$ cat src/rtl/itp_pkg.sv
// itp_pkg: shared types, constants and character helpers for the infix to prefix converter
// used by itp_ctrl, itp_datapath and the top level; depends on nothing else
package itp_pkg;

  localparam int STACK_DEPTH = 32;
  localparam int CNT_W = $clog2(STACK_DEPTH + 1);
  localparam int PTR_W = (STACK_DEPTH > 1) ? $clog2(STACK_DEPTH) : 1;
  localparam int SYM_W = 8;

  localparam logic [SYM_W-1:0] CH_CARET = 8'h5E;  // ^
  localparam logic [SYM_W-1:0] CH_STAR  = 8'h2A;  // *
  localparam logic [SYM_W-1:0] CH_SLASH = 8'h2F;  // /
  localparam logic [SYM_W-1:0] CH_PLUS  = 8'h2B;  // +
  localparam logic [SYM_W-1:0] CH_MINUS = 8'h2D;  // -
  localparam logic [SYM_W-1:0] CH_OPEN  = 8'h28;  // (
  localparam logic [SYM_W-1:0] CH_CLOSE = 8'h29;  // )
  localparam logic [SYM_W-1:0] CH_D0    = 8'h30;
  localparam logic [SYM_W-1:0] CH_D9    = 8'h39;
  localparam logic [SYM_W-1:0] CH_UA    = 8'h41;
  localparam logic [SYM_W-1:0] CH_UZ    = 8'h5A;
  localparam logic [SYM_W-1:0] CH_LA    = 8'h61;
  localparam logic [SYM_W-1:0] CH_LZ    = 8'h7A;

  localparam logic [1:0] RANK_NONE = 2'd0;
  localparam logic [1:0] RANK_ADD  = 2'd1;
  localparam logic [1:0] RANK_MUL  = 2'd2;
  localparam logic [1:0] RANK_POW  = 2'd3;

  typedef enum logic [2:0] {
    ST_IDLE,
    ST_DISPATCH,
    ST_PAREN,
    ST_OPER,
    ST_FLUSH,
    ST_FIN
  } itp_state_t;

  typedef struct packed {
    logic load;      // latch the input word
    logic emit_in;   // input symbol into the pending slot
    logic emit_top;  // top of stack into the pending slot
    logic pop;
    logic push;      // push the input symbol
    logic finish;    // close the item: pending slot or end marker to output
  } itp_cmd_t;

  typedef struct packed {
    logic       sym_alnum;
    logic       sym_open;
    logic       sym_close;
    logic [1:0] sym_rank;
    logic       last;
    logic       stack_empty;
    logic       top_close;
    logic       top_higher;
    logic       pend_valid;
    logic       out_free;
  } itp_status_t;

  function automatic logic [1:0] rank_of(input logic [SYM_W-1:0] ch);
    logic [1:0] r;
    r = RANK_NONE;
    if (ch == CH_CARET) r = RANK_POW;
    else if (ch == CH_STAR || ch == CH_SLASH) r = RANK_MUL;
    else if (ch == CH_PLUS || ch == CH_MINUS) r = RANK_ADD;
    return r;
  endfunction

  function automatic logic is_alnum(input logic [SYM_W-1:0] ch);
    return (ch >= CH_D0 && ch <= CH_D9) || (ch >= CH_UA && ch <= CH_UZ) ||
           (ch >= CH_LA && ch <= CH_LZ);
  endfunction

endpackage

$ cat src/rtl/itp_ctrl.sv
// itp_ctrl: sequencer for the infix to prefix converter, one stack step per cycle while the output is not stalled
// depends on itp_pkg; drives itp_datapath through itp_cmd_t
module itp_ctrl (
  input  logic                clk,
  input  logic                rst,
  input  logic                s_tvalid,
  output logic                s_tready,
  input  itp_pkg::itp_status_t st,
  output itp_pkg::itp_cmd_t    cmd
);

  itp_pkg::itp_state_t state, state_next;
  logic emit_ok;

  // a new result may enter the pending slot if the old one can move out
  assign emit_ok = !st.pend_valid || st.out_free;

  always_ff @(posedge clk) begin
    if (rst) begin
      state <= itp_pkg::ST_IDLE;
    end else begin
      state <= state_next;
    end
  end

  always_comb begin
    state_next = state;
    case (state)
      itp_pkg::ST_IDLE: begin
        if (s_tvalid) state_next = itp_pkg::ST_DISPATCH;
      end
      itp_pkg::ST_DISPATCH: begin
        if (st.sym_open) begin
          state_next = itp_pkg::ST_PAREN;
        end else if (st.sym_rank != itp_pkg::RANK_NONE) begin
          state_next = itp_pkg::ST_OPER;
        end else begin
          state_next = st.last ? itp_pkg::ST_FLUSH : itp_pkg::ST_FIN;
        end
      end
      itp_pkg::ST_PAREN: begin
        if (st.stack_empty || st.top_close) begin
          state_next = st.last ? itp_pkg::ST_FLUSH : itp_pkg::ST_FIN;
        end
      end
      itp_pkg::ST_OPER: begin
        if (st.stack_empty || !st.top_higher) begin
          state_next = st.last ? itp_pkg::ST_FLUSH : itp_pkg::ST_FIN;
        end
      end
      itp_pkg::ST_FLUSH: begin
        if (st.stack_empty) state_next = itp_pkg::ST_FIN;
      end
      itp_pkg::ST_FIN: begin
        if (!(st.pend_valid || st.last) || st.out_free) state_next = itp_pkg::ST_IDLE;
      end
      default: state_next = itp_pkg::ST_IDLE;
    endcase
  end

  always_comb begin
    cmd      = '0;
    s_tready = 1'b0;
    case (state)
      itp_pkg::ST_IDLE: begin
        s_tready = 1'b1;
        cmd.load = s_tvalid;
      end
      itp_pkg::ST_DISPATCH: begin
        // pending slot is always empty here
        if (st.sym_alnum) cmd.emit_in = 1'b1;
        if (st.sym_close) cmd.push = 1'b1;
      end
      itp_pkg::ST_PAREN: begin
        if (!st.stack_empty) begin
          if (st.top_close) begin
            cmd.pop = 1'b1;
          end else if (emit_ok) begin
            cmd.emit_top = 1'b1;
            cmd.pop      = 1'b1;
          end
        end
      end
      itp_pkg::ST_OPER: begin
        if (st.stack_empty || !st.top_higher) begin
          cmd.push = 1'b1;
        end else if (emit_ok) begin
          cmd.emit_top = 1'b1;
          cmd.pop      = 1'b1;
        end
      end
      itp_pkg::ST_FLUSH: begin
        if (!st.stack_empty && emit_ok) begin
          cmd.emit_top = 1'b1;
          cmd.pop      = 1'b1;
        end
      end
      itp_pkg::ST_FIN: begin
        cmd.finish = (st.pend_valid || st.last) && st.out_free;
      end
      default: begin
        cmd = '0;
      end
    endcase
  end

endmodule

$ cat src/rtl/itp_datapath.sv
// itp_datapath: operator stack memory, pending result slot and output register
// depends on itp_pkg; commanded by itp_ctrl
module itp_datapath (
  input  logic                        clk,
  input  logic                        rst,
  input  itp_pkg::itp_cmd_t            cmd,
  output itp_pkg::itp_status_t         st,
  input  logic [itp_pkg::SYM_W-1:0]    s_tdata,   // [7:0] symbol
  input  logic                        s_tlast,   // expr_last
  output logic                        m_tvalid,
  input  logic                        m_tready,
  output logic [itp_pkg::SYM_W-1:0]    m_tdata,   // [7:0] out_symbol
  output logic                        m_tlast,   // run_last
  output logic [2:0]                  m_tuser    // [0] has_symbol, [1] expr_end, [2] overflow
);

  logic [itp_pkg::SYM_W-1:0] stack_mem [itp_pkg::STACK_DEPTH];
  logic [itp_pkg::CNT_W-1:0] count, count_next, count_m1;
  logic [itp_pkg::SYM_W-1:0] top, sym, pend_sym;
  logic                      last, overflow_seen, pend_valid, out_valid;
  logic [itp_pkg::SYM_W-1:0] out_symbol;
  logic                      has_symbol, run_last, expr_end, overflow;
  logic                      full, push_ok, emit, out_free;

  assign full     = count == itp_pkg::CNT_W'(itp_pkg::STACK_DEPTH);
  assign push_ok  = cmd.push && !full;
  assign emit     = cmd.emit_in || cmd.emit_top;
  assign out_free = !out_valid || m_tready;

  always_comb begin
    count_next = count;
    if (push_ok) count_next = count + 1'b1;
    else if (cmd.pop) count_next = count - 1'b1;
  end
  assign count_m1 = count_next - 1'b1;

  // top always mirrors the entry below count, forwarded on a push
  always_ff @(posedge clk) begin
    if (push_ok) begin
      stack_mem[count[itp_pkg::PTR_W-1:0]] <= sym;
      top <= sym;
    end else if (count_next != '0) begin
      top <= stack_mem[count_m1[itp_pkg::PTR_W-1:0]];
    end
  end

  always_ff @(posedge clk) begin
    if (rst) begin
      count         <= '0;
      overflow_seen <= 1'b0;
      pend_valid    <= 1'b0;
      out_valid     <= 1'b0;
    end else begin
      count <= count_next;
      if (cmd.push && full) overflow_seen <= 1'b1;
      else if (cmd.finish && last) overflow_seen <= 1'b0;
      if (emit) pend_valid <= 1'b1;
      else if (cmd.finish) pend_valid <= 1'b0;
      if (cmd.finish || (emit && pend_valid)) out_valid <= 1'b1;
      else if (m_tready) out_valid <= 1'b0;
    end
  end

  always_ff @(posedge clk) begin
    if (cmd.load) begin
      sym  <= s_tdata;
      last <= s_tlast;
    end
    if (emit) pend_sym <= cmd.emit_top ? top : sym;
    if (cmd.finish) begin
      out_symbol <= pend_valid ? pend_sym : '0;
      has_symbol <= pend_valid;
      run_last   <= 1'b1;
      expr_end   <= last;
      overflow   <= last && overflow_seen;
    end else if (emit && pend_valid) begin
      // an earlier word of the same item: more results follow
      out_symbol <= pend_sym;
      has_symbol <= 1'b1;
      run_last   <= 1'b0;
      expr_end   <= 1'b0;
      overflow   <= 1'b0;
    end
  end

  always_comb begin
    st.sym_alnum   = itp_pkg::is_alnum(sym);
    st.sym_open    = sym == itp_pkg::CH_OPEN;
    st.sym_close   = sym == itp_pkg::CH_CLOSE;
    st.sym_rank    = itp_pkg::rank_of(sym);
    st.last        = last;
    st.stack_empty = count == '0;
    st.top_close   = top == itp_pkg::CH_CLOSE;
    st.top_higher  = itp_pkg::rank_of(top) > itp_pkg::rank_of(sym);
    st.pend_valid  = pend_valid;
    st.out_free    = out_free;
  end

  assign m_tvalid = out_valid;
  assign m_tdata  = out_symbol;
  assign m_tlast  = run_last;
  assign m_tuser  = {overflow, expr_end, has_symbol};

endmodule

$ cat src/rtl/infix_to_prefix_converter.sv
// infix_to_prefix_converter: top level, operator stack converter from infix to prefix order
// depends on itp_pkg, itp_ctrl and itp_datapath
//
//   port group | dir | tdata            | tlast     | tuser
//   s_*        | in  | [7:0] symbol     | expr_last | -
//   m_*        | out | [7:0] out_symbol | run_last  | [0] has_symbol [1] expr_end [2] overflow
//
// a letter, digit, ')' or ignored character goes from accept through decode and close
// to the next accept; an operator or '(' also pops stack entries one at a time before
// close, and a last character also flushes the stack entry by entry. the single-port stack
// memory allows one pop per cycle.
// reset empties the stack and clears the overflow flag; stack contents need no clear.
// a stalled output holds one word plus one pending word, then the pop sequence waits.
module infix_to_prefix_converter (
  input  logic                     clk,
  input  logic                     rst,
  input  logic                     s_tvalid,
  output logic                     s_tready,
  input  logic [itp_pkg::SYM_W-1:0] s_tdata,   // [7:0] symbol
  input  logic                     s_tlast,   // expr_last
  output logic                     m_tvalid,
  input  logic                     m_tready,
  output logic [itp_pkg::SYM_W-1:0] m_tdata,   // [7:0] out_symbol
  output logic                     m_tlast,   // run_last
  output logic [2:0]               m_tuser    // [0] has_symbol, [1] expr_end, [2] overflow
);

  itp_pkg::itp_cmd_t    cmd;
  itp_pkg::itp_status_t st;

  itp_ctrl u_ctrl (
    .clk      (clk),
    .rst      (rst),
    .s_tvalid (s_tvalid),
    .s_tready (s_tready),
    .st       (st),
    .cmd      (cmd)
  );

  itp_datapath u_datapath (
    .clk      (clk),
    .rst      (rst),
    .cmd      (cmd),
    .st       (st),
    .s_tdata  (s_tdata),
    .s_tlast  (s_tlast),
    .m_tvalid (m_tvalid),
    .m_tready (m_tready),
    .m_tdata  (m_tdata),
    .m_tlast  (m_tlast),
    .m_tuser  (m_tuser)
  );

endmodule

$ cat config.mk
export PLATFORM = sky130hd
export DESIGN_NAME = infix_to_prefix_converter
export DESIGN_NICKNAME = d
export VERILOG_FILES = /design/src/rtl/itp_pkg.sv /design/src/rtl/itp_ctrl.sv /design/src/rtl/itp_datapath.sv /design/src/rtl/infix_to_prefix_converter.sv
export SDC_FILE = /design/constraint.sdc
export NUM_CORES = 1
export LEC_CHECK = 0
export BUFFER_PORTS_ARGS = -buffer_cell sky130_fd_sc_hd__buf_2
export CAP_MARGIN = 10
export CORE_MARGIN = 2
export CORE_UTILIZATION = 35
export DETAILED_ROUTE_END_ITERATION = 6
export GPL_ROUTABILITY_DRIVEN = 1
export PLACE_DENSITY = 0.55
export SLEW_MARGIN = 25
export SYNTH_ARGS = -nofsm -noshare
export SYNTH_HDL_FRONTEND = slang
export SYNTH_SLANG_ARGS = --single-unit
$ cat constraint.sdc
create_clock -name clk -period 8 [get_ports clk]
set_clock_uncertainty 0.05 [all_clocks]
set_input_delay 1.6 -clock clk [delete_from_list [all_inputs] [get_ports clk]]
set_output_delay 1.6 -clock clk [all_outputs]
set_load 0.01 [all_outputs]
==> flow_summary.html, run 1 <==
<table>
<tr><th>Metric</th><th>Value</th></tr>
<tr><th colspan="2">Die</th></tr>
<tr><td>Die ar.</td><td>38200 sq um</td></tr>
<tr><td>Boundary pin count</td><td>27</td></tr>
<tr><td># rows</td><td>70</td></tr>
<tr><td>Effective utilization at floorplan</td><td>35.3%</td></tr>
<tr><td>Total core area</td><td>36300 sq um</td></tr>
<tr><td>Width of the chip</td><td>196 um</td></tr>
<tr><td>Die height</td><td>196 um</td></tr>
<tr><th colspan="2">Clock network</th></tr>
<tr><td>Clock transition at path regs</td><td>0.06 ns</td></tr>
<tr><td>Number of buffers inserted to repair setup after CTS</td><td>0</td></tr>
<tr><td># clock sinks</td><td>305</td></tr>
<tr><td>Level count of the clock H-tree</td><td>2</td></tr>
<tr><td>Hold_buf cts</td><td>0</td></tr>
<tr><td>TritonCTS clock tree</td><td>yes</td></tr>
<tr><td>Clk_lat worst skew</td><td>0.51 ns</td></tr>
<tr><td>Post-CTS Resized</td><td>0</td></tr>
<tr><td>Max Buffers Root-to-Sink</td><td>3</td></tr>
<tr><td>Number of CTS-inserted buffers</td><td>34</td></tr>
<tr><td>CTS root buf</td><td>sky130_fd_sc_hd__clkbuf_16</td></tr>
<tr><th colspan="2">Final layout</th></tr>
<tr><td>Footprint of the multi-input gates</td><td>3600 sq um</td></tr>
<tr><td>Post-route core utilization</td><td>40.1%</td></tr>
<tr><td>Commonest non-fill, non-tap cell in the layout</td><td>sky130_fd_sc_hd__edfxtp_1</td></tr>
<tr><td>Final cell area excluding filler cells</td><td>14600 sq um</td></tr>
<tr><td>FILL cells</td><td>3220</td></tr>
<tr><td>Fraction of final layout cells with drive strength greater than 1</td><td>26.6%</td></tr>
<tr><td>Area delta synth-&gt;final</td><td>13.4%</td></tr>
<tr><td>Nets@finish</td><td>764</td></tr>
<tr><td>Storage element area</td><td>9030 sq um</td></tr>
<tr><td>Number of inserted diodes</td><td>0</td></tr>
<tr><td>Commonest cells after routing, fill and taps aside</td><td>292 x sky130_fd_sc_hd__edfxtp_1, 64 x sky130_fd_sc_hd__mux4_2, 53 x sky130_fd_sc_hd__nor2_1</td></tr>
<tr><td>Number of standard cells in the layout, taps in and fillers out</td><td>1236</td></tr>
<tr><th colspan="2">Synthesis</th></tr>
<tr><td>Share of synthesized registers carrying an async set or reset</td><td>0%</td></tr>
<tr><td>Synthesized net count</td><td>723</td></tr>
<tr><td>Number of enable flip-flop cells after synthesis</td><td>292</td></tr>
<tr><td>Per-instance average area after synthesis</td><td>18.3 sq um</td></tr>
<tr><td>Cell types occupying the most area after synthesis</td><td>sky130_fd_sc_hd__edfxtp_1 68%, sky130_fd_sc_hd__mux4_2 11%, sky130_fd_sc_hd__mux2_2 2.4%, sky130_fd_sc_hd__dfxtp_1 2.0%, sky130_fd_sc_hd__nor2_1 1.6%</td></tr>
<tr><td>Distinct cells, synth</td><td>68</td></tr>
<tr><td>Share of synthesized area occupied by flip-flops and latches</td><td>70.3%</td></tr>
<tr><td>Post-synthesis register bit count</td><td>305</td></tr>
<tr><td>Cell taking the most area after synthesis</td><td>sky130_fd_sc_hd__edfxtp_1</td></tr>
<tr><td>Post-Synthesis Cell Area</td><td>12800 sq um</td></tr>
<tr><td>Synth warnings</td><td>0</td></tr>
<tr><td>Proportion of netlist area held by the largest area contributor</td><td>68.3%</td></tr>
<tr><td>Post-synthesis cell count</td><td>703</td></tr>
<tr><td>Primary flip-flop cell chosen by synthesis mapping</td><td>sky130_fd_sc_hd__edfxtp_1</td></tr>
<tr><th colspan="2">Route</th></tr>
<tr><td>Initial DRT Pass Iterations</td><td>5</td></tr>
<tr><td>Wirelength, routed</td><td>28100 um</td></tr>
<tr><td>Post-route antenna net violation count</td><td>0</td></tr>
<tr><td>Total vias in the final route</td><td>6478</td></tr>
<tr><td>Violation count after the first detailed-routing iteration</td><td>680</td></tr>
<tr><td>Per-cell via count in the routed design</td><td>5.24</td></tr>
<tr><td>Detailed-route wire length per cell</td><td>22.7 um</td></tr>
<tr><td>Residual DRC</td><td>0</td></tr>
<tr><th colspan="2">Timing</th></tr>
<tr><td>Fmax</td><td>0.160 GHz</td></tr>
<tr><td>Final period utilization</td><td>78.1%</td></tr>
<tr><td>Worst slew margin</td><td>32.5%</td></tr>
<tr><td>Sum Neg Setup Slack</td><td>0 ns</td></tr>
<tr><td>Total setup violations reported at the end of the flow</td><td>0</td></tr>
<tr><td>Time the final worst path needs with I/O delays and setup</td><td>6.25 ns</td></tr>
<tr><td>Number of max-slew violations in the final report</td><td>0</td></tr>
<tr><td>RSZ-0062 raised after global routing</td><td>no</td></tr>
<tr><td>Slew @ Worst Pin</td><td>1.01 ns</td></tr>
<tr><td>Endpoints failing hold</td><td>0</td></tr>
<tr><th colspan="2">Critical path</th></tr>
<tr><td>Worst EP required</td><td>8.16 ns</td></tr>
<tr><td>Classification of the worst setup path</td><td>reg2reg</td></tr>
<tr><td>Buffering stage count on the worst path with inverters included</td><td>3</td></tr>
<tr><td>Critical path endpoint category</td><td>flop</td></tr>
<tr><td>Crit path cell chain</td><td>or4b_4, o21ai_0, nand3_1, ha_1, nor2b_1, o21ai_0, o31a_1, o22ai_2, xnor2_2, buf_4, inv_1, ha_2, buf_12, mux4_2, mux2_1, o22ai_1, o31ai_1</td></tr>
<tr><td>Cell type of the slowest stage on the worst timing path</td><td>sky130_fd_sc_hd__ha_2</td></tr>
<tr><td>Critical path arrival</td><td>6.41 ns</td></tr>
<tr><td>Largest fanout on the critical path</td><td>38</td></tr>
<tr><td>Crit-path max cell delay</td><td>0.94 ns</td></tr>
<tr><td>Family with the most delay on the worst path</td><td>adder cells</td></tr>
<tr><td>Kind of launch point of the worst setup path</td><td>flop</td></tr>
<tr><td>Cell seen most often among critical-path stages</td><td>sky130_fd_sc_hd__o21ai_0</td></tr>
<tr><th colspan="2">Placement</th></tr>
<tr><td>Count of port buffers added during placement</td><td>26</td></tr>
<tr><td>Routability cong.</td><td>0.811</td></tr>
<tr><td>Final HPWL from detailed placement</td><td>17700 um</td></tr>
<tr><td>Instance count after placement with tap cells included</td><td>1176</td></tr>
<tr><td>Placed inst area</td><td>13500 sq um</td></tr>
<tr><th colspan="2">Run status</th></tr>
<tr><td>Status</td><td>finished, final reports clean</td></tr>
<tr><th colspan="2">Global routing</th></tr>
<tr><td>Wire length of the first global-routing pass</td><td>42400 um</td></tr>
<tr><td>Maximum number of pins on one net before global-route repair</td><td>44</td></tr>
<tr><td>Global route overflow</td><td>0</td></tr>
<tr><td>Number of global-route vias before repair</td><td>6707</td></tr>
<tr><td>Total track usage</td><td>15.1%</td></tr>
<tr><td>Antenna violations before repair</td><td>0</td></tr>
<tr><th colspan="2">Power and ir drop</th></tr>
<tr><td>Worst supply voltage drop on vdd</td><td>171 uV</td></tr>
<tr><td>PnR Total Power</td><td>4.68 mW</td></tr>
<tr><td>Cell Pwr Density</td><td>321 nW/um^2</td></tr>
<tr><td>Leakage power summed over all cells</td><td>4.49 nW</td></tr>
<tr><th colspan="2">Min path</th></tr>
<tr><td>Type of the most critical hold path</td><td>reg2reg</td></tr>
<tr><th colspan="2">Run</th></tr>
<tr><td>Maxcap violations</td><td>0</td></tr>
</table>
-- metrics by stage --
stage	hold WS, ns	worst slack, ns
2_1_floorplan	0.407	2.58
3_3_place_gp	0.379	1.81
3_5_place_dp	0.386	1.82
4_1_cts	0.394	1.75
5_1_grt	0.419	1.39
6_report	0.396	1.75
-- where the power goes --
| group | switching, mW | leakage (nW) | internal [mW] |
|---|---|---|---|
| clock network | 0.595 | 0.524 | 0.924 |
| registers | 0.0757 | 2.74 | 1.85 |
| logic | 0.682 | 1.23 | 0.556 |
| total | 1.35 | 4.49 | 3.33 |
-- cell type report --
| class | count | area share [%] |
|---|---|---|
| inverter | 8 | 0.206 |
| timing repair buffer | 38 | 1.60 |
| multi-input combinational | 357 | 24.7 |
| sequential | 305 | 62.0 |
| clock buffer | 49 | 6.80 |
| tap | 468 | 4.02 |
| clock inverter | 11 | 0.704 |
-- layer usage --
| metal | up-vias | track usage, % | share of wire (%) | routed length, um |
|---|---|---|---|---|
| met3 | 45 | 3.28 | 5.3 | 1500 |
| met2 | 192 | 24.4 | 48 | 13500 |
| met1 | 3316 | 20.5 | 45 | 12500 |
| met4 | 0 | 4.52 | 2.0 | 556 |
| li1 | 2925 | - | - | - |
| met5 | - | 0 | 0 | 0 |
-- worst register-to-register path: stages, from the launching register on --
cell,delay (ns)
sky130_fd_sc_hd__edfxtp_1,0.78
sky130_fd_sc_hd__or4b_4,0.57
sky130_fd_sc_hd__o21ai_0,0.17
sky130_fd_sc_hd__nand3_1,0.10
sky130_fd_sc_hd__ha_1,0.34
sky130_fd_sc_hd__nor2b_1,0.16
sky130_fd_sc_hd__o21ai_0,0.12
sky130_fd_sc_hd__o31a_1,0.36
sky130_fd_sc_hd__o22ai_2,0.21
sky130_fd_sc_hd__xnor2_2,0.13
sky130_fd_sc_hd__buf_4,0.43
sky130_fd_sc_hd__inv_1,0.13
sky130_fd_sc_hd__ha_2,0.94
sky130_fd_sc_hd__buf_12,0.32
sky130_fd_sc_hd__mux4_2,0.40
sky130_fd_sc_hd__mux2_1,0.32
sky130_fd_sc_hd__o22ai_1,0.30
sky130_fd_sc_hd__o31ai_1,0.12
-- path summary, 6_finish.rpt --
kind,start,endpoint,slack [ns],cells after the start
hold / removal,u_datapath.m_tlast,u_datapath.m_tlast,0.40,2
setup / recovery,u_datapath.sym[5],u_datapath.top[6],1.75,17
hold reg to reg,u_datapath.m_tlast,u_datapath.m_tlast,0.40,2
setup reg to reg,u_datapath.sym[5],u_datapath.top[6],1.75,17
-- flip-flops by register name, indices dropped and copies added (netlist names) --
signal / count
u_datapath.last: 1
u_datapath.top: 8
u_ctrl.state: 3
u_datapath.count: 6
u_datapath.has_symbol: 1
u_datapath.expr_end: 1
u_datapath.m_tdata: 8
u_datapath.overflow: 1
u_datapath.sym: 8
u_datapath.overflow_seen: 1
u_datapath.pend_sym: 8
u_datapath.m_tvalid: 1
u_datapath.stack_mem: 256
u_datapath.pend_valid: 1
u_datapath.m_tlast: 1
-- cell usage after synthesis (3+ instances only) --
cell type                  instances
sky130_fd_sc_hd__nor2_1           54
sky130_fd_sc_hd__nand3_1           4
sky130_fd_sc_hd__buf_6             5
sky130_fd_sc_hd__clkbuf_1         11
sky130_fd_sc_hd__nand3b_1          4
sky130_fd_sc_hd__nor3_1            8
sky130_fd_sc_hd__or3_1             5
sky130_fd_sc_hd__nor3b_1           3
sky130_fd_sc_hd__and3b_1           3
sky130_fd_sc_hd__ha_1              7
sky130_fd_sc_hd__a31oi_1           3
sky130_fd_sc_hd__nor2b_1          12
sky130_fd_sc_hd__and3_1            3
sky130_fd_sc_hd__or3b_2            3
sky130_fd_sc_hd__a21oi_1          10
sky130_fd_sc_hd__mux2_1           13
sky130_fd_sc_hd__o21ai_0           6
sky130_fd_sc_hd__inv_1             8
sky130_fd_sc_hd__mux2_2           27
sky130_fd_sc_hd__o22ai_1          17
sky130_fd_sc_hd__buf_4             6
sky130_fd_sc_hd__nor4b_1           3
sky130_fd_sc_hd__nand2_1          36
sky130_fd_sc_hd__xnor2_1           4
sky130_fd_sc_hd__o31ai_1           8
sky130_fd_sc_hd__a22oi_1           3
sky130_fd_sc_hd__xor2_1            3
sky130_fd_sc_hd__mux4_2           64
sky130_fd_sc_hd__buf_2            11
sky130_fd_sc_hd__edfxtp_1        292
sky130_fd_sc_hd__nand2b_1          7
sky130_fd_sc_hd__dfxtp_1          13
-- kinds of logic (layout without fill, tap and decap cells) --
family | Yosys count | count (layout) | share of synthesized area [%]
AND/OR/NAND/NOR | 162 | 162 | 6.70
flip-flops | 305 | 305 | 70.3
adder cells (fa/ha/maj) | 7 | 7 | 0.682
AO/OA/AOI/OAI | 74 | 74 | 4.76
buffers and inverters | 41 | 106 | 1.77
XOR/XNOR | 10 | 10 | 1.03
multiplexers | 104 | 104 | 14.7
No activity file was read; power rests on OpenSTA's default activity.
==> run 2, diff against run 1 <==
==> constraint.sdc (replaced) <==
create_clock -name clk -period 6 [get_ports clk]
set_clock_uncertainty 0.05 [all_clocks]
set_input_delay 1.2 -clock clk [delete_from_list [all_inputs] [get_ports clk]]
set_output_delay 1.2 -clock clk [all_outputs]
set_load 0.01 [all_outputs]
==> flow_summary.html, run 2 (synthesis gave the netlist of run 1 again) <==
<table>
<tr><th>Metric</th><th>Value</th></tr>
<tr><th colspan="2">Route</th></tr>
<tr><td>Residual DRC</td><td>0</td></tr>
<tr><td>Detailed-route wire length per cell</td><td>23.1 um</td></tr>
<tr><td>Total vias in the final route</td><td>6580</td></tr>
<tr><td>Per-cell via count in the routed design</td><td>5.29</td></tr>
<tr><td>Violation count after the first detailed-routing iteration</td><td>477</td></tr>
<tr><td>Post-route antenna net violation count</td><td>0</td></tr>
<tr><td>Initial DRT Pass Iterations</td><td>5</td></tr>
<tr><td>Wirelength, routed</td><td>28700 um</td></tr>
<tr><th colspan="2">Global routing</th></tr>
<tr><td>Maximum number of pins on one net before global-route repair</td><td>65</td></tr>
<tr><td>Number of global-route vias before repair</td><td>6692</td></tr>
<tr><td>Total track usage</td><td>15.4%</td></tr>
<tr><td>Wire length of the first global-routing pass</td><td>43400 um</td></tr>
<tr><td>Global route overflow</td><td>0</td></tr>
<tr><td>Antenna violations before repair</td><td>0</td></tr>
<tr><th colspan="2">Die</th></tr>
<tr><td>Width of the chip</td><td>196 um</td></tr>
<tr><td>Boundary pin count</td><td>27</td></tr>
<tr><td># rows</td><td>70</td></tr>
<tr><td>Die ar.</td><td>38200 sq um</td></tr>
<tr><td>Effective utilization at floorplan</td><td>35.3%</td></tr>
<tr><td>Die height</td><td>196 um</td></tr>
<tr><td>Total core area</td><td>36300 sq um</td></tr>
<tr><th colspan="2">Placement</th></tr>
<tr><td>Instance count after placement with tap cells included</td><td>1183</td></tr>
<tr><td>Placed inst area</td><td>13500 sq um</td></tr>
<tr><td>Count of port buffers added during placement</td><td>26</td></tr>
<tr><td>Final HPWL from detailed placement</td><td>18400 um</td></tr>
<tr><td>Routability cong.</td><td>0.790</td></tr>
<tr><td>Pre-CTS WS</td><td>0.680 ns</td></tr>
<tr><th colspan="2">Power and ir drop</th></tr>
<tr><td>Worst supply voltage drop on vdd</td><td>183 uV</td></tr>
<tr><td>Cell Pwr Density</td><td>423 nW/um^2</td></tr>
<tr><td>Leakage power summed over all cells</td><td>4.50 nW</td></tr>
<tr><th colspan="2">Min path</th></tr>
<tr><td>Type of the most critical hold path</td><td>reg2reg</td></tr>
<tr><th colspan="2">Timing</th></tr>
<tr><td>Worst slew margin</td><td>30.0%</td></tr>
<tr><td>Endpoints failing hold</td><td>0</td></tr>
<tr><td>Fmax</td><td>0.187 GHz</td></tr>
<tr><td>Sum Neg Setup Slack</td><td>0 ns</td></tr>
<tr><td>Time the final worst path needs with I/O delays and setup</td><td>5.34 ns</td></tr>
<tr><td>Final period utilization</td><td>89.1%</td></tr>
<tr><td>Total setup violations reported at the end of the flow</td><td>0</td></tr>
<tr><td>Final Worst Setup Slack</td><td>0.657 ns</td></tr>
<tr><td>Number of max-slew violations in the final report</td><td>0</td></tr>
<tr><td>RSZ-0062 raised after global routing</td><td>no</td></tr>
<tr><td>Slew @ Worst Pin</td><td>1.05 ns</td></tr>
<tr><th colspan="2">Final layout</th></tr>
<tr><td>Area delta synth-&gt;final</td><td>13.4%</td></tr>
<tr><td>Number of inserted diodes</td><td>0</td></tr>
<tr><td>Post-route core utilization</td><td>40.0%</td></tr>
<tr><td>Commonest non-fill, non-tap cell in the layout</td><td>sky130_fd_sc_hd__edfxtp_1</td></tr>
<tr><td>Final cell area excluding filler cells</td><td>14600 sq um</td></tr>
<tr><td>Commonest cells after routing, fill and taps aside</td><td>292 x sky130_fd_sc_hd__edfxtp_1, 64 x sky130_fd_sc_hd__mux4_2, 54 x sky130_fd_sc_hd__nor2_1</td></tr>
<tr><td>Number of standard cells in the layout, taps in and fillers out</td><td>1245</td></tr>
<tr><td>Nets@finish</td><td>771</td></tr>
<tr><td>Fraction of final layout cells with drive strength greater than 1</td><td>26.6%</td></tr>
<tr><td>Number of flip-flops under the largest register name</td><td>256</td></tr>
<tr><th colspan="2">Clock network</th></tr>
<tr><td>Number of CTS-inserted buffers</td><td>34</td></tr>
<tr><td>Level count of the clock H-tree</td><td>2</td></tr>
<tr><td>Max Buffers Root-to-Sink</td><td>3</td></tr>
<tr><td>TritonCTS clock tree</td><td>yes</td></tr>
<tr><td># clock sinks</td><td>305</td></tr>
<tr><td>Clk_lat worst skew</td><td>0.51 ns</td></tr>
<tr><td>Clock transition at path regs</td><td>0.06 ns</td></tr>
<tr><td>CTS root buf</td><td>sky130_fd_sc_hd__clkbuf_16</td></tr>
<tr><td>Number of buffers inserted to repair setup after CTS</td><td>0</td></tr>
<tr><td>Post-CTS Resized</td><td>0</td></tr>
<tr><td>Hold_buf cts</td><td>0</td></tr>
<tr><th colspan="2">Critical path</th></tr>
<tr><td>Kind of launch point of the worst setup path</td><td>flop</td></tr>
<tr><td>Critical path endpoint category</td><td>flop</td></tr>
<tr><td>Classification of the worst setup path</td><td>reg2reg</td></tr>
<tr><td>Worst EP required</td><td>6.20 ns</td></tr>
<tr><td>Largest fanout on the critical path</td><td>25</td></tr>
<tr><td>Critical path arrival</td><td>5.54 ns</td></tr>
<tr><th colspan="2">Run status</th></tr>
<tr><td>Status</td><td>finished, final reports clean</td></tr>
<tr><th colspan="2">Run</th></tr>
<tr><td>Maxcap violations</td><td>0</td></tr>
</table>
==> run 2: cell types whose count changed in the layout (fill, tap and decap cells not counted) <==
cell                         previous run  this run
sky130_fd_sc_hd__buf_4                 11        16
sky130_fd_sc_hd__clkinv_1               6         9
sky130_fd_sc_hd__buf_12                 1         3
sky130_fd_sc_hd__bufinv_16              2         0
sky130_fd_sc_hd__clkbuf_1              10        12
sky130_fd_sc_hd__clkbuf_16             37        35
sky130_fd_sc_hd__clkbuf_8               2         0
sky130_fd_sc_hd__clkinv_2               1         3
sky130_fd_sc_hd__clkinvlp_4             2         0
sky130_fd_sc_hd__inv_6                  0         2
sky130_fd_sc_hd__inv_16                 0         1
sky130_fd_sc_hd__nor2_1                53        54
sky130_fd_sc_hd__nor2_2                 1         0
==> run 2: area by class of cell <==
class	instances	area, sq um
clock buffers	47	921
clock inverters	15	86.3
fillers	3212	21800
inverters	8	30.0
multi-input cells	357	3590
flip-flops and latches	305	9030
well taps	468	586
repair buffers	45	310
==> run 2: per-layer routing <==
| layer | global-route usage (%) | wire [um] | vias to the layer above |
|---|---|---|---|
| met3 | 2.68 | 1450 | 41 |
| met5 | 0 | 0 | - |
| met1 | 21.8 | 13100 | 3395 |
| li1 | - | - | 2953 |
| met4 | 4.10 | 534 | 0 |
| met2 | 24.7 | 13700 | 191 |
==> run 2: final timing paths <==
path / start / end / slack, ns / depth (start not counted)
hold reg to reg: u_datapath.m_tlast / u_datapath.m_tlast / 0.40 / 2
setup / recovery: u_datapath.sym[4] / u_datapath.top[2] / 0.66 / 16
hold / removal: u_datapath.m_tlast / u_datapath.m_tlast / 0.40 / 2
setup reg to reg: u_datapath.sym[4] / u_datapath.top[2] / 0.66 / 16
==> run 2: stage by stage <==
step	power, mW	hold slack [ns]
global placement	4.33	0.393
detailed placement	4.32	0.403
floorplan	3.77	0.407
global route	6.42	0.448
CTS	6.23	0.412
finish	6.16	0.404
==> run 2: where the power goes <==
group          total, mW  internal [mW]  switching, mW  leakage [nW]
combinational       1.73          0.774          0.954          1.27
sequential          2.54           2.47         0.0755          2.74
clock               1.89           1.08          0.809         0.490
==> run 2: worst max-delay path: stages (launching register included) <==
cell and delay [ns]:
sky130_fd_sc_hd__edfxtp_1 0.42, sky130_fd_sc_hd__buf_4 0.25, sky130_fd_sc_hd__nor4b_1 0.52, sky130_fd_sc_hd__and3_1 0.25, sky130_fd_sc_hd__o221a_2 0.19, sky130_fd_sc_hd__ha_1 0.22, sky130_fd_sc_hd__nand2_1 0.07, sky130_fd_sc_hd__o21ai_0 0.11
sky130_fd_sc_hd__o31a_1 0.36, sky130_fd_sc_hd__or2_4 0.31, sky130_fd_sc_hd__o32a_4 0.42, sky130_fd_sc_hd__xnor2_4 0.18, sky130_fd_sc_hd__xnor2_4 0.76, sky130_fd_sc_hd__buf_4 0.36, sky130_fd_sc_hd__mux2_1 0.34, sky130_fd_sc_hd__o22ai_1 0.16
sky130_fd_sc_hd__o31ai_1 0.11
==> run 3, diff against run 2 <==
--- a/config.mk
+++ b/config.mk
@@ -9,9 +9,11 @@
 export CAP_MARGIN = 10
 export CORE_MARGIN = 2
 export CORE_UTILIZATION = 35
+export CTS_BUF_LIST = sky130_fd_sc_hd__clkbuf_8
 export DETAILED_ROUTE_END_ITERATION = 6
 export GPL_ROUTABILITY_DRIVEN = 1
 export PLACE_DENSITY = 0.55
+export SKIP_LAST_GASP = 1
 export SLEW_MARGIN = 25
 export SYNTH_ARGS = -nofsm -noshare
 export SYNTH_HDL_FRONTEND = slang
==> flow_summary.html, run 3 (synthesis gave the netlist of run 1 again) <==
<table>
<tr><th>Metric</th><th>Value</th></tr>
<tr><th colspan="2">Final layout</th></tr>
<tr><td>Final cell area excluding filler cells</td><td>14400 sq um</td></tr>
<tr><td>Number of inserted diodes</td><td>0</td></tr>
<tr><td>Nets@finish</td><td>787</td></tr>
<tr><td>Number of flip-flops under the largest register name</td><td>256</td></tr>
<tr><td>Area delta synth-&gt;final</td><td>12.0%</td></tr>
<tr><td>Fraction of final layout cells with drive strength greater than 1</td><td>27.9%</td></tr>
<tr><td>Storage element area</td><td>9030 sq um</td></tr>
<tr><td>Commonest cells after routing, fill and taps aside</td><td>292 x sky130_fd_sc_hd__edfxtp_1, 64 x sky130_fd_sc_hd__mux4_2, 53 x sky130_fd_sc_hd__nor2_1</td></tr>
<tr><td>FILL cells</td><td>3228</td></tr>
<tr><td>Commonest non-fill, non-tap cell in the layout</td><td>sky130_fd_sc_hd__edfxtp_1</td></tr>
<tr><td>Footprint of the multi-input gates</td><td>3600 sq um</td></tr>
<tr><th colspan="2">Clock network</th></tr>
<tr><td>CTS root buf</td><td>sky130_fd_sc_hd__clkbuf_8</td></tr>
<tr><td>Level count of the clock H-tree</td><td>2</td></tr>
<tr><td>Clock transition at path regs</td><td>0.06 ns</td></tr>
<tr><td>Number of CTS-inserted buffers</td><td>50</td></tr>
<tr><td>Hold_buf cts</td><td>0</td></tr>
<tr><td>Number of buffers inserted to repair setup after CTS</td><td>0</td></tr>
<tr><td>Max Buffers Root-to-Sink</td><td>3</td></tr>
<tr><td>TritonCTS clock tree</td><td>yes</td></tr>
<tr><td>Post-CTS Resized</td><td>0</td></tr>
<tr><td>Clk_lat worst skew</td><td>0.56 ns</td></tr>
<tr><td># clock sinks</td><td>305</td></tr>
<tr><th colspan="2">Route</th></tr>
<tr><td>Violation count after the first detailed-routing iteration</td><td>526</td></tr>
<tr><td>Per-cell via count in the routed design</td><td>5.21</td></tr>
<tr><td>Initial DRT Pass Iterations</td><td>5</td></tr>
<tr><td>Total vias in the final route</td><td>6590</td></tr>
<tr><td>Residual DRC</td><td>0</td></tr>
<tr><td>Detailed-route wire length per cell</td><td>22.9 um</td></tr>
<tr><td>Wirelength, routed</td><td>28900 um</td></tr>
<tr><td>Post-route antenna net violation count</td><td>0</td></tr>
<tr><th colspan="2">Min path</th></tr>
<tr><td>Type of the most critical hold path</td><td>reg2reg</td></tr>
<tr><th colspan="2">Timing</th></tr>
<tr><td>Fmax</td><td>0.187 GHz</td></tr>
<tr><td>Total setup violations reported at the end of the flow</td><td>0</td></tr>
<tr><td>RSZ-0062 raised after global routing</td><td>no</td></tr>
<tr><td>Time the final worst path needs with I/O delays and setup</td><td>5.34 ns</td></tr>
<tr><td>Endpoints failing hold</td><td>0</td></tr>
<tr><td>Worst slew margin</td><td>30.6%</td></tr>
<tr><td>Slew @ Worst Pin</td><td>1.04 ns</td></tr>
<tr><td>Number of max-slew violations in the final report</td><td>0</td></tr>
<tr><td>Sum Neg Setup Slack</td><td>0 ns</td></tr>
<tr><td>Final period utilization</td><td>89.0%</td></tr>
<tr><th colspan="2">Critical path</th></tr>
<tr><td>Crit-path max cell delay</td><td>0.76 ns</td></tr>
<tr><td>Worst EP required</td><td>6.25 ns</td></tr>
<tr><td>Classification of the worst setup path</td><td>reg2reg</td></tr>
<tr><td>Family with the most delay on the worst path</td><td>compound AO/OA/AOI/OAI gates</td></tr>
<tr><td>Buffering stage count on the worst path with inverters included</td><td>2</td></tr>
<tr><td>Critical path arrival</td><td>5.59 ns</td></tr>
<tr><td>Kind of launch point of the worst setup path</td><td>flop</td></tr>
<tr><td>Critical path endpoint category</td><td>flop</td></tr>
<tr><td>Largest fanout on the critical path</td><td>25</td></tr>
<tr><td>Crit path cell chain</td><td>buf_4, nor4b_1, and3_1, o221a_2, ha_1, nand2_1, o21ai_0, o31a_1, or2_4, o32a_4, xnor2_4, xnor2_4, buf_4, mux2_1, o22ai_1, o31ai_1</td></tr>
<tr><td>Cell type of the slowest stage on the worst timing path</td><td>sky130_fd_sc_hd__xnor2_4</td></tr>
<tr><th colspan="2">Global routing</th></tr>
<tr><td>Wire length of the first global-routing pass</td><td>43700 um</td></tr>
<tr><td>Total track usage</td><td>15.5%</td></tr>
<tr><td>Antenna violations before repair</td><td>0</td></tr>
<tr><td>Number of global-route vias before repair</td><td>6862</td></tr>
<tr><td>Maximum number of pins on one net before global-route repair</td><td>65</td></tr>
<tr><td>Global route overflow</td><td>0</td></tr>
<tr><th colspan="2">Die</th></tr>
<tr><td>Width of the chip</td><td>196 um</td></tr>
<tr><td>Die ar.</td><td>38200 sq um</td></tr>
<tr><td>Die height</td><td>196 um</td></tr>
<tr><td>Total core area</td><td>36300 sq um</td></tr>
<tr><td>Effective utilization at floorplan</td><td>35.3%</td></tr>
<tr><td>Boundary pin count</td><td>27</td></tr>
<tr><td># rows</td><td>70</td></tr>
<tr><th colspan="2">Power and ir drop</th></tr>
<tr><td>Worst supply voltage drop on vdd</td><td>181 uV</td></tr>
<tr><td>Leakage power summed over all cells</td><td>4.49 nW</td></tr>
<tr><td>Cell Pwr Density</td><td>405 nW/um^2</td></tr>
<tr><th colspan="2">Placement</th></tr>
<tr><td>Final HPWL from detailed placement</td><td>18400 um</td></tr>
<tr><td>Count of port buffers added during placement</td><td>26</td></tr>
<tr><td>Routability cong.</td><td>0.790</td></tr>
<tr><td>Placed inst area</td><td>13500 sq um</td></tr>
<tr><th colspan="2">Run</th></tr>
<tr><td>Maxcap violations</td><td>0</td></tr>
<tr><th colspan="2">Run status</th></tr>
<tr><td>Status</td><td>finished, final reports clean</td></tr>
</table>
-- run 3: worst paths after layout --
| check | cells past startpoint | from | endpoint | slack (ns) |
|---|---|---|---|---|
| setup reg to reg | 16 | u_datapath.sym[4] | u_datapath.top[2] | 0.66 |
| hold / removal | 2 | u_datapath.m_tlast | u_datapath.m_tlast | 0.40 |
| setup / recovery | 16 | u_datapath.sym[4] | u_datapath.top[2] | 0.66 |
| hold reg to reg | 2 | u_datapath.m_tlast | u_datapath.m_tlast | 0.40 |
-- run 3: worst reg2reg max path, cell delays in order (launching register included) --
cell                       delay [ns]
sky130_fd_sc_hd__edfxtp_1        0.42
sky130_fd_sc_hd__buf_4           0.25
sky130_fd_sc_hd__nor4b_1         0.50
sky130_fd_sc_hd__and3_1          0.24
sky130_fd_sc_hd__o221a_2         0.19
sky130_fd_sc_hd__ha_1            0.22
sky130_fd_sc_hd__nand2_1         0.07
sky130_fd_sc_hd__o21ai_0         0.11
sky130_fd_sc_hd__o31a_1          0.37
sky130_fd_sc_hd__or2_4           0.31
sky130_fd_sc_hd__o32a_4          0.42
sky130_fd_sc_hd__xnor2_4         0.18
sky130_fd_sc_hd__xnor2_4         0.77
sky130_fd_sc_hd__buf_4           0.36
sky130_fd_sc_hd__mux2_1          0.34
sky130_fd_sc_hd__o22ai_1         0.15
sky130_fd_sc_hd__o31ai_1         0.11
-- run 3: metal layers --
| layer | vias up | part of all wire, % | routed length, um | GRT usage (%) |
|---|---|---|---|---|
| li1 | 2971 | - | - | - |
| met1 | 3380 | 45 | 13000 | 21.5 |
| met2 | 187 | 48 | 13800 | 24.8 |
| met3 | 52 | 5.3 | 1540 | 3.09 |
| met4 | 0 | 2.0 | 587 | 4.52 |
| met5 | - | 0 | 0 | 0 |
-- run 3: metrics by stage --
stage | utilization, % | hold WS [ns] | instances | setup slack, ns | power, mW
finish | 39.6 | 0.404 | 1264 | 0.660 | 5.83
global route | 39.6 | 0.448 | 1264 | 0.405 | 6.10
CTS | 39.6 | 0.412 | 1264 | 0.665 | 5.90
detailed placement | 37.3 | 0.403 | 1183 | 0.680 | 4.32
global placement | 37.3 | 0.393 | 1183 | 0.714 | 4.33
floorplan | - | 0.407 | 703 | 0.578 | 3.77
-- run 3: cell type report --
cell class / instances / share of cell area (%)
multi-input combinational: 357 / 25.0
timing repair buffer: 45 / 2.16
inverter: 8 / 0.209
tap: 468 / 4.07
clock inverter: 30 / 0.913
sequential: 305 / 62.8
clock buffer: 51 / 4.88
-- run 3: report_power, final --
| group | switching [mW] | leakage [nW] | internal, mW | total, mW |
|---|---|---|---|---|
| Sequential | 0.0749 | 2.74 | 2.47 | 2.54 |
| Combinational | 0.944 | 1.27 | 0.774 | 1.72 |
| Clock | 0.792 | 0.482 | 0.780 | 1.57 |
| Total | 1.81 | 4.49 | 4.02 | 5.83 |
